### src/tsk_pkg.sv
// Shared constants, command and status types and exponent tables of the token sampler.
package tsk_pkg;

  localparam int VOCAB_MAX  = 32768;
  localparam int IDX_W      = 15;
  localparam int CNT_W      = 16;
  localparam int LOGIT_W    = 16;
  localparam int W_W        = 16;
  localparam int SUM_W      = 32;
  localparam int Q_W        = 12;
  localparam int TGT_W      = 48;
  localparam int CFG_IDX_W  = 8;
  localparam int CFG_DATA_W = 17;

  localparam logic [CFG_IDX_W-1:0] REG_MODE    = 8'd0;
  localparam logic [CFG_IDX_W-1:0] REG_TEMP    = 8'd1;
  localparam logic [CFG_IDX_W-1:0] REG_KEEP    = 8'd2;
  localparam logic [CFG_IDX_W-1:0] REG_NUCLEUS = 8'd3;

  localparam logic [2:0] PASS_EXP   = 3'd0;
  localparam logic [2:0] PASS_KCNT  = 3'd1;
  localparam logic [2:0] PASS_KZERO = 3'd2;
  localparam logic [2:0] PASS_PSUM  = 3'd3;
  localparam logic [2:0] PASS_PGT   = 3'd4;
  localparam logic [2:0] PASS_PZERO = 3'd5;
  localparam logic [2:0] PASS_DRAW  = 3'd6;

  typedef struct packed {
    logic       load;
    logic [2:0] pass;
    logic       init;
    logic       proc;
    logic       div_step;
    logic       mul1;
    logic       mul2;
    logic       mul3;
    logic       wr;
    logic       bit_init;
    logic       bit_commit;
    logic [3:0] bit_pos;
    logic       ptgt;
    logic       dtgt;
    logic       sel_max;
    logic       sel_idx;
    logic       out_load;
    logic       clear;
  } dp_cmd_t;

  typedef struct packed {
    logic empty;
    logic greedy;
    logic topk_en;
    logic topp_en;
    logic last_elem;
    logic big;
    logic hit;
    logic tot_zero;
  } dp_stat_t;

  function automatic logic [16:0] exp_n(input logic [3:0] n);
    case (n)
      4'd0:    exp_n = 17'd65536;
      4'd1:    exp_n = 17'd24109;
      4'd2:    exp_n = 17'd8869;
      4'd3:    exp_n = 17'd3263;
      4'd4:    exp_n = 17'd1200;
      4'd5:    exp_n = 17'd442;
      4'd6:    exp_n = 17'd162;
      4'd7:    exp_n = 17'd60;
      4'd8:    exp_n = 17'd22;
      4'd9:    exp_n = 17'd8;
      4'd10:   exp_n = 17'd3;
      4'd11:   exp_n = 17'd1;
      default: exp_n = 17'd0;
    endcase
  endfunction

  function automatic logic [16:0] exp_h(input logic [3:0] f);
    case (f)
      4'd0:    exp_h = 17'd65536;
      4'd1:    exp_h = 17'd61565;
      4'd2:    exp_h = 17'd57835;
      4'd3:    exp_h = 17'd54331;
      4'd4:    exp_h = 17'd51039;
      4'd5:    exp_h = 17'd47947;
      4'd6:    exp_h = 17'd45042;
      4'd7:    exp_h = 17'd42313;
      4'd8:    exp_h = 17'd39750;
      4'd9:    exp_h = 17'd37341;
      4'd10:   exp_h = 17'd35079;
      4'd11:   exp_h = 17'd32954;
      4'd12:   exp_h = 17'd30957;
      4'd13:   exp_h = 17'd29081;
      4'd14:   exp_h = 17'd27319;
      default: exp_h = 17'd25664;
    endcase
  endfunction

  function automatic logic [16:0] exp_l(input logic [3:0] f);
    case (f)
      4'd0:    exp_l = 17'd65536;
      4'd1:    exp_l = 17'd65280;
      4'd2:    exp_l = 17'd65026;
      4'd3:    exp_l = 17'd64772;
      4'd4:    exp_l = 17'd64520;
      4'd5:    exp_l = 17'd64268;
      4'd6:    exp_l = 17'd64018;
      4'd7:    exp_l = 17'd63768;
      4'd8:    exp_l = 17'd63520;
      4'd9:    exp_l = 17'd63272;
      4'd10:   exp_l = 17'd63025;
      4'd11:   exp_l = 17'd62780;
      4'd12:   exp_l = 17'd62535;
      4'd13:   exp_l = 17'd62291;
      4'd14:   exp_l = 17'd62048;
      default: exp_l = 17'd61806;
    endcase
  endfunction

endpackage

### src/tsk_ctrl.sv
// Sequencer of the token sampler: load phase, the passes over the stored vector and the output beat.
module tsk_ctrl import tsk_pkg::*; (
  input  logic     clk,
  input  logic     rst,
  input  logic     in_valid,
  input  logic     in_last,
  output logic     in_ready,
  output logic     out_valid,
  input  logic     out_ready,
  input  dp_stat_t stat,
  output dp_cmd_t  cmd
);

  localparam logic [3:0] S_IDLE = 4'd0;
  localparam logic [3:0] S_CHK  = 4'd1;
  localparam logic [3:0] S_INIT = 4'd2;
  localparam logic [3:0] S_RD   = 4'd3;
  localparam logic [3:0] S_PROC = 4'd4;
  localparam logic [3:0] S_DIV  = 4'd5;
  localparam logic [3:0] S_M1   = 4'd6;
  localparam logic [3:0] S_M2   = 4'd7;
  localparam logic [3:0] S_M3   = 4'd8;
  localparam logic [3:0] S_WR   = 4'd9;
  localparam logic [3:0] S_END  = 4'd10;
  localparam logic [3:0] S_PTGT = 4'd11;
  localparam logic [3:0] S_DTGT = 4'd12;
  localparam logic [3:0] S_OUT  = 4'd13;

  logic [3:0] state, state_next;
  logic [2:0] pass, pass_next;
  logic [3:0] bitp, bitp_next;
  logic [3:0] divc, divc_next;
  logic       out_free;

  assign in_ready = (state == S_IDLE);
  assign out_free = !out_valid || out_ready;

  always_comb begin
    state_next = state;
    pass_next  = pass;
    bitp_next  = bitp;
    divc_next  = divc;
    cmd        = '0;
    cmd.pass   = pass;
    cmd.bit_pos = bitp;
    case (state)
      S_IDLE: begin
        if (in_valid) begin
          cmd.load = 1'b1;
          if (in_last) begin
            state_next = S_CHK;
          end
        end
      end
      S_CHK: begin
        if (stat.empty || stat.greedy) begin
          cmd.sel_max = 1'b1;
          state_next  = S_OUT;
        end else begin
          pass_next  = PASS_EXP;
          state_next = S_INIT;
        end
      end
      S_INIT: begin
        cmd.init   = 1'b1;
        state_next = S_RD;
      end
      S_RD: begin
        state_next = S_PROC;
      end
      S_PROC: begin
        cmd.proc = 1'b1;
        if (pass == PASS_EXP) begin
          divc_next  = '0;
          state_next = stat.big ? S_WR : S_DIV;
        end else if ((pass == PASS_DRAW) && stat.hit) begin
          cmd.sel_idx = 1'b1;
          state_next  = S_OUT;
        end else begin
          state_next = stat.last_elem ? S_END : S_RD;
        end
      end
      S_DIV: begin
        cmd.div_step = 1'b1;
        divc_next    = divc + 4'd1;
        if (divc == 4'(Q_W - 1)) begin
          state_next = S_M1;
        end
      end
      S_M1: begin
        cmd.mul1   = 1'b1;
        state_next = S_M2;
      end
      S_M2: begin
        cmd.mul2   = 1'b1;
        state_next = S_M3;
      end
      S_M3: begin
        cmd.mul3   = 1'b1;
        state_next = S_WR;
      end
      S_WR: begin
        cmd.wr     = 1'b1;
        state_next = stat.last_elem ? S_END : S_RD;
      end
      S_END: begin
        case (pass)
          PASS_EXP: begin
            if (stat.topk_en) begin
              cmd.bit_init = 1'b1;
              bitp_next    = 4'd15;
              pass_next    = PASS_KCNT;
              state_next   = S_INIT;
            end else begin
              state_next = stat.topp_en ? S_PTGT : S_DTGT;
            end
          end
          PASS_KCNT, PASS_PSUM: begin
            // One threshold bit is settled per pass, from the top bit down.
            cmd.bit_commit = 1'b1;
            state_next     = S_INIT;
            if (bitp == 4'd0) begin
              pass_next = (pass == PASS_KCNT) ? PASS_KZERO : PASS_PGT;
            end else begin
              bitp_next = bitp - 4'd1;
            end
          end
          PASS_KZERO: begin
            state_next = stat.topp_en ? S_PTGT : S_DTGT;
          end
          PASS_PGT: begin
            pass_next  = PASS_PZERO;
            state_next = S_INIT;
          end
          PASS_PZERO: begin
            state_next = S_DTGT;
          end
          default: begin
            cmd.sel_max = 1'b1;
            state_next  = S_OUT;
          end
        endcase
      end
      S_PTGT: begin
        cmd.ptgt     = 1'b1;
        cmd.bit_init = 1'b1;
        bitp_next    = 4'd15;
        pass_next    = PASS_PSUM;
        state_next   = S_INIT;
      end
      S_DTGT: begin
        if (stat.tot_zero) begin
          cmd.sel_max = 1'b1;
          state_next  = S_OUT;
        end else begin
          cmd.dtgt   = 1'b1;
          pass_next  = PASS_DRAW;
          state_next = S_INIT;
        end
      end
      S_OUT: begin
        if (out_free) begin
          cmd.out_load = 1'b1;
          cmd.clear    = 1'b1;
          state_next   = S_IDLE;
        end
      end
      default: begin
        state_next = S_IDLE;
      end
    endcase
  end

  always_ff @(posedge clk) begin
    if (rst) begin
      state     <= S_IDLE;
      pass      <= PASS_EXP;
      bitp      <= '0;
      divc      <= '0;
      out_valid <= 1'b0;
    end else begin
      state <= state_next;
      pass  <= pass_next;
      bitp  <= bitp_next;
      divc  <= divc_next;
      if (cmd.out_load) begin
        out_valid <= 1'b1;
      end else if (out_ready) begin
        out_valid <= 1'b0;
      end
    end
  end

endmodule

### config.mk
export PLATFORM = sky130hd
export DESIGN_NAME = tsk_ctrl
export DESIGN_NICKNAME = d
export VERILOG_FILES = /design/src/tsk_pkg.sv /design/src/tsk_ctrl.sv
export SDC_FILE = /design/constraint.sdc
export NUM_CORES = 1
export LEC_CHECK = 0
export CAP_MARGIN = 20
export CELL_PAD_IN_SITES_DETAIL_PLACEMENT = 2
export CELL_PAD_IN_SITES_GLOBAL_PLACEMENT = 2
export CORE_ASPECT_RATIO = 0.5
export CORE_UTILIZATION = 37
export CTS_CLUSTER_SIZE = 16
export DETAILED_ROUTE_END_ITERATION = 10
export DONT_BUFFER_PORTS = 1
export GPL_TIMING_DRIVEN = 0
export PLACE_DENSITY_LB_ADDON = 0.1
export SLEW_MARGIN = 10
export SYNTH_ARGS = -nofsm -noshare
export SYNTH_HDL_FRONTEND = slang
export SYNTH_SLANG_ARGS = --single-unit
### constraint.sdc
create_clock -name clk -period 4.2 [get_ports clk]
set_input_delay 1.05 -clock clk [delete_from_list [all_inputs] [get_ports clk]]
set_output_delay 1.05 -clock clk [all_outputs]
set_load 0.02 [all_outputs]
==> impl_metrics.ini, run 1 <==
[yosys]
yosysMostFrequentCell = nor2_1
synth-adder-area-share_pct = 1.86
syn_area_mm2 = 0.00135
synth.top_cell.area_share_pct = 23.8
synth_xor_area_share_pct = 0
synth_nets = 194
synth_top_family_by_area = simple AND/OR/NAND/NOR gates
synth_top_area_cell = dfxtp_1
yosysUniqueCellTypes = 53
netlist_instances = 179
synth_area_per_cell_um2 = 7.52
ys_ff_latch = 16
synth.top_cells.by_area = dfxtp_1, nor2_1, nand2b_1
synthArstFlopShare_pct = 0
synthFlopType = dfxtp_1
yosysWarnings = 0
synthSimpleGateAreaFrac_pct = 38.7
seq_area_frac_synth_pct = 23.8
synth_edf_count = 0
synth_compound_area_share_pct = 26.6
synth.mux.area_fraction_pct = 1.49
synth_commonest_cells = nor2_1, dfxtp_1, a21oi_1

[floorplanning]
die_h_um = 44.7
rows = 15
start_util_pct = 39.0
io_pins = 38
fp.coreArea_mm2 = 0.00345
die_x_um = 87.3
die-area_mm2 = 0.00390

[clock_tree]
cts_resized = 0
cts_hold_buf = 0
clkTransAtPathRegs_ns = 0.07
htreeDepth = 1
cts_buffer_depth = 2
clk_latency_ns = 0.25
cts-root-buf = clkbuf_8
clkSinkCount = 16
cts_tree = done
cts_buffers = 3
cts_setup_buffers = 0

[timing]
max_freq_mhz = 309
rsz0062_at_grt = false
setup_viol = 0
fin_skew_ns = 0.00393
hold_violations = 0
worst_pin_slew_ns = 1.08
tns_ns = 0
min_period_ns = 3.24
drv_slew = 0
min_period_over_period_pct = 77.2
whs_ns = 0.518
max_slew_margin_pct = 27.5

[final_layout]
finalNetCount = 199
seq_area_um2 = 320
multiInputGateArea_um2 = 923
n_fill_cell = 419
drive_gt1_share_pct = 12.0
area_growth_pct = 8.83
num_antenna_cells = 0

[power]
clkPwrFrac_pct = 16.1
power.internal_mw = 0.439
comb_power_share_pct = 57.9
swShare_pct = 50.5
power_leakage_nw = 0.490
power_density_mw_per_mm2 = 605
max-vdd-ir-drop_uv = 183
p_switching_mw = 0.447
seq_power_share_pct = 26.0

[setup_path]
criticalPathCategory = reg2out
reg2reg_setup_slack_ns = 2.04
end_kind = output pin
cp_max_fo = 10
crit_required_ns = 3.15
startpoint_type = flip-flop
worst_ep_arrival_time_ns = 2.19

[global_routing]
antenna_found_initial = 0
grt_pass1_vias = 1354
grt_max_degree = 11
grt_pass1_wl_mm = 7.13
gr-total-overflow = 0
grt_use_total_pct = 24.5

[drt]
routedWlPerCell_um = 19.8
drtIter0Drc = 35
drc_errors = 0
drtAntennaViolNets = 0
vias = 1386
wirelength_mm = 4.64
dr.pass1.iters = 4
via_per_inst = 5.92

[worst_hold_path]
min_path_type = reg2reg

[status]
status = complete, no violations

[place]
gp_congestion = 0.777
dpl.hpwl_mm = 3.47
port_buffers = 0

[flow_run]
cap_violations = 0
## layout make-up
cell class,count,area share (%)
multi-input cells,143,63.0
flip-flops and latches,16,21.9
plain buffers,14,5.47
well taps,51,4.36
clock buffers,4,3.76
inverters,6,1.54
## cell usage in the layout, fill, tap and decap left out, types with 2 or more instances in the layout
cell	Yosys	final
nor4bb_1	2	2
o21ai_0	8	8
nand2_1	11	11
mux2i_1	2	2
a21oi_1	13	13
nand3b_1	2	2
buf_2	7	7
or3_1	3	3
and3_1	2	2
and3b_1	2	2
nor2_1	21	21
nand4bb_1	2	2
a31oi_1	3	3
dfxtp_1	16	16
nor3_1	11	11
nand2b_1	11	11
clkbuf_8	0	4
buf_4	3	3
ha_1	2	2
or2_2	2	2
nand3_1	2	2
a211oi_1	6	6
inv_1	6	6
clkbuf_1	2	2
nor3b_1	3	3
a311oi_1	2	2
nand4b_1	2	2
nor2b_1	6	6
o211ai_1	2	2
## layer usage
layer | up-vias | GRT usage, % | share of wire [%]
li1 | 662 | - | -
met1 | 695 | 34.6 | 51
met2 | 27 | 39.8 | 45
met3 | 2 | 4.85 | 3.7
met4 | 0 | 3.28 | 0.17
met5 | - | 0 | 0
## flip-flops by register name (all words and copies together) (netlist names)
register   flops
state          4
out_valid      1
pass           3
bitp           4
divc           4
## power by group through the flow
| stage | Combinational [mW] | Sequential (mW) | Clock, mW |
|---|---|---|---|
| 6_report | 0.513 | 0.231 | 0.142 |
| 5_1_grt | 0.555 | 0.234 | 0.153 |
| 4_1_cts | 0.511 | 0.229 | 0.147 |
| 3_5_place_dp | 0.503 | 0.231 | 0 |
| 3_3_place_gp | 0.492 | 0.229 | 0 |
| 2_1_floorplan | 0.398 | 0.219 | 0 |
## worst paths after layout
path,endpoint,startpoint,cells past startpoint
worst max-delay path,cmd[22],state[1],4
worst min-delay path,divc[3],divc[3],2
worst max register to register,state[0],state[1],7
worst min register to register,divc[3],divc[3],2
## cells by family (layout without fill, tap and decap cells)
kind of cell	after synthesis	in the layout
AND/OR/NAND/NOR	89	89
AO/OA/AOI/OAI	50	50
buffers and inverters	20	24
flip-flops	16	16
adder cells (fa/ha/maj)	2	2
multiplexers	2	2
## critical path: stages, from the launching register on
cell	delay, ns
dfxtp_1	0.32
buf_2	0.19
buf_2	0.19
nor4_1	0.88
and2_1	0.36
## through the flow
stage	total power [mW]	cells	util [%]	setup WS (ns)	instance area, um^2
floorplan	0.617	179	-	1.22	1350
global route	0.942	234	42.4	0.904	1470
global placement	0.720	230	40.8	1.12	1410
CTS	0.887	234	42.4	0.962	1470
finish	0.887	234	42.4	0.959	1470
detailed placement	0.735	230	40.8	1.13	1410
Note: power is estimated with default switching activity, not from simulation.
==> inputs of run 2 (changes only) <==
- ABC_AREA: not set -> 1
- CORE_UTILIZATION: 37 -> 27
- clock period: 4.2 -> 2.9 ns (I/O delays scaled with it)
==> run 2 against run 1 <==
Against the previous run:
- clock power up 47%
- first-iteration DRC count up 5.7%
- critical path type unchanged
- utilization down 10 points
- clock skew down 0.00089 ns
- largest cell class unchanged
- highest routed layer unchanged
==> impl_metrics.ini, run 2 <==
[timing]
drv_slew = 0
whs_ns = 0.488
min_period_over_period_pct = 90.5
max_slew_margin_pct = 52.3
setup_viol = 0
min_period_ns = 2.63
rsz0062_at_grt = false
max_freq_mhz = 381
worst_pin_slew_ns = 0.711
hold_violations = 0
fin_skew_ns = 0.00304
tns_ns = 0

[yosys]
synth.top_cells.by_area = dfxtp_1, nand2_1, nor2_1
yosysMostFrequentCell = nand2_1
yosysWarnings = 0
synthArstFlopShare_pct = 0
synth_commonest_cells = nand2_1, nor2_1, inv_1
synth.top_cell.area_share_pct = 24.6
synthFlopType = dfxtp_1
synth_edf_count = 0
ys_ff_latch = 16
synth_nets = 254
seq_area_frac_synth_pct = 24.6
synth_area_per_cell_um2 = 5.45
yosysUniqueCellTypes = 26
netlist_instances = 239
syn_area_mm2 = 0.00130
synth_top_area_cell = dfxtp_1

[drt]
via_per_inst = 4.79
wirelength_mm = 4.43
drc_errors = 0
drtAntennaViolNets = 0
routedWlPerCell_um = 14.3
dr.pass1.iters = 4
vias = 1481
drtIter0Drc = 37

[place]
port_buffers = 0
dpl.hpwl_mm = 3.75
gp_congestion = 0.825

[setup_path]
r2r_end = bitp[3]
timing.rr.start = state[0]
cp_max_fo = 6
crit_required_ns = 2.17
startpoint_type = flip-flop
end_kind = output pin
r2r_cells = 10
reg2reg_setup_slack_ns = 1.04
endpoint = cmd[11]
worst_ep_arrival_time_ns = 1.90
startpoint = pass[0]
criticalPathCategory = reg2out

[global_routing]
antenna_found_initial = 0
grt_use_total_pct = 19.1
grt_max_degree = 10
gr-total-overflow = 0
grt_pass1_vias = 1487
grt_pass1_wl_mm = 7.32

[clock_tree]
htreeDepth = 1
cts_buffers = 3
cts_hold_buf = 0
clkSinkCount = 16
cts-root-buf = clkbuf_8
cts_buffer_depth = 2
cts_resized = 0
cts_tree = done
cts_setup_buffers = 0
clkTransAtPathRegs_ns = 0.07
clk_latency_ns = 0.26

[power]
max-vdd-ir-drop_uv = 351
seq_power_share_pct = 27.9
power.internal_mw = 0.562
clkPwrFrac_pct = 16.8
power_leakage_nw = 0.740
comb_power_share_pct = 55.3
total_power_mw = 1.24
p_switching_mw = 0.683
power_density_mw_per_mm2 = 864
swShare_pct = 54.9

[floorplanning]
start_util_pct = 28.9
die_h_um = 51.1
rows = 17
die_x_um = 100
fp.coreArea_mm2 = 0.00451
die-area_mm2 = 0.00512
io_pins = 38

[final_layout]
final_common_cell = nand2_1
finalNetCount = 259
drive_gt1_share_pct = 7.82
area_growth_pct = 10.6
num_antenna_cells = 0
largestRegisters = bitp: 4 flops, divc: 4 flops, state: 4 flops
final_cell_mix = nand2_1, nor2_1, inv_1

[worst_hold_path]
min_path_type = reg2reg

[status]
status = complete, no violations

[flow_run]
cap_violations = 0
## run 2: cell types whose count changed after synthesis, moves of 7 or more
| cell | previous run | this run |
|---|---|---|
| nor2_1 | 21 | 48 |
| nand2_1 | 11 | 63 |
| buf_2 | 7 | 0 |
| nand2b_1 | 11 | 0 |
| inv_1 | 6 | 40 |
| nand3_1 | 2 | 18 |
## run 2: metrics by stage
| stage | cells | cell area, um^2 | setup WS (ns) | util, % |
|---|---|---|---|---|
| 2_1_floorplan | 239 | 1300 | 0.638 | - |
| 3_3_place_gp | 305 | 1390 | 0.544 | 30.7 |
| 3_5_place_dp | 305 | 1390 | 0.536 | 30.7 |
| 4_1_cts | 309 | 1440 | 0.240 | 31.9 |
| 5_1_grt | 309 | 1440 | 0.150 | 31.9 |
| 6_report | 309 | 1440 | 0.275 | 31.9 |
## run 2: worst max-delay path, cell delays in order, from the launching register on
cell and delay (ns):
dfxtp_1 0.42, inv_1 0.17, nand3_1 0.25, inv_1 0.15
nand2_1 0.08, o21ai_0 0.56
## run 2: power groups by stage
stage | Combinational [mW] | Sequential [mW] | Clock (mW)
final | 0.688 | 0.347 | 0.209
after global routing | 0.792 | 0.352 | 0.235
after detailed placement | 0.694 | 0.352 | 0
after floorplan | 0.531 | 0.334 | 0
after global placement | 0.681 | 0.349 | 0
after CTS | 0.699 | 0.346 | 0.217
## run 2: area by class of cell
type,instances,area (um^2)
Buffer,2,11.3
Clock buffer,4,55.1
Fill cell,599,3070
Inverter,45,169
Multi-Input combinational cell,176,802
Sequential cell,16,320
Tap cell,66,82.6
## run 2: logic make-up after synthesis
family	Yosys count	share of synthesized area [%]
AND/OR/NAND/NOR	148	48.4
adder cells (fa/ha/maj)	2	1.92
flip-flops	16	24.6
AO/OA/AOI/OAI	25	10.6
buffers and inverters	47	13.8
XOR/XNOR	1	0.673
## run 2: worst min path at each step
| stage | from | end | slack, ns | depth (start not counted) |
|---|---|---|---|---|
| 2_1_floorplan | divc[2] | divc[2] | 0.45 | 2 |
| 4_1_cts | divc[1] | divc[1] | 0.50 | 2 |
| 3_5_place_dp | divc[1] | divc[1] | 0.48 | 2 |
| 5_1_grt | divc[2] | divc[2] | 0.52 | 2 |
| 3_3_place_gp | divc[1] | divc[1] | 0.47 | 2 |
| 6_report | divc[1] | divc[1] | 0.49 | 2 |
## run 2: per-layer routing
metal | routed length, um | up-vias | share of wire [%] | GRT usage (%)
met5 | 0 | - | 0 | 0
met4 | 15 | 0 | 0.34 | 2.90
met3 | 220 | 4 | 5.0 | 4.79
met2 | 1890 | 31 | 43 | 30.7
met1 | 2310 | 699 | 52 | 26.2
li1 | - | 747 | - | -
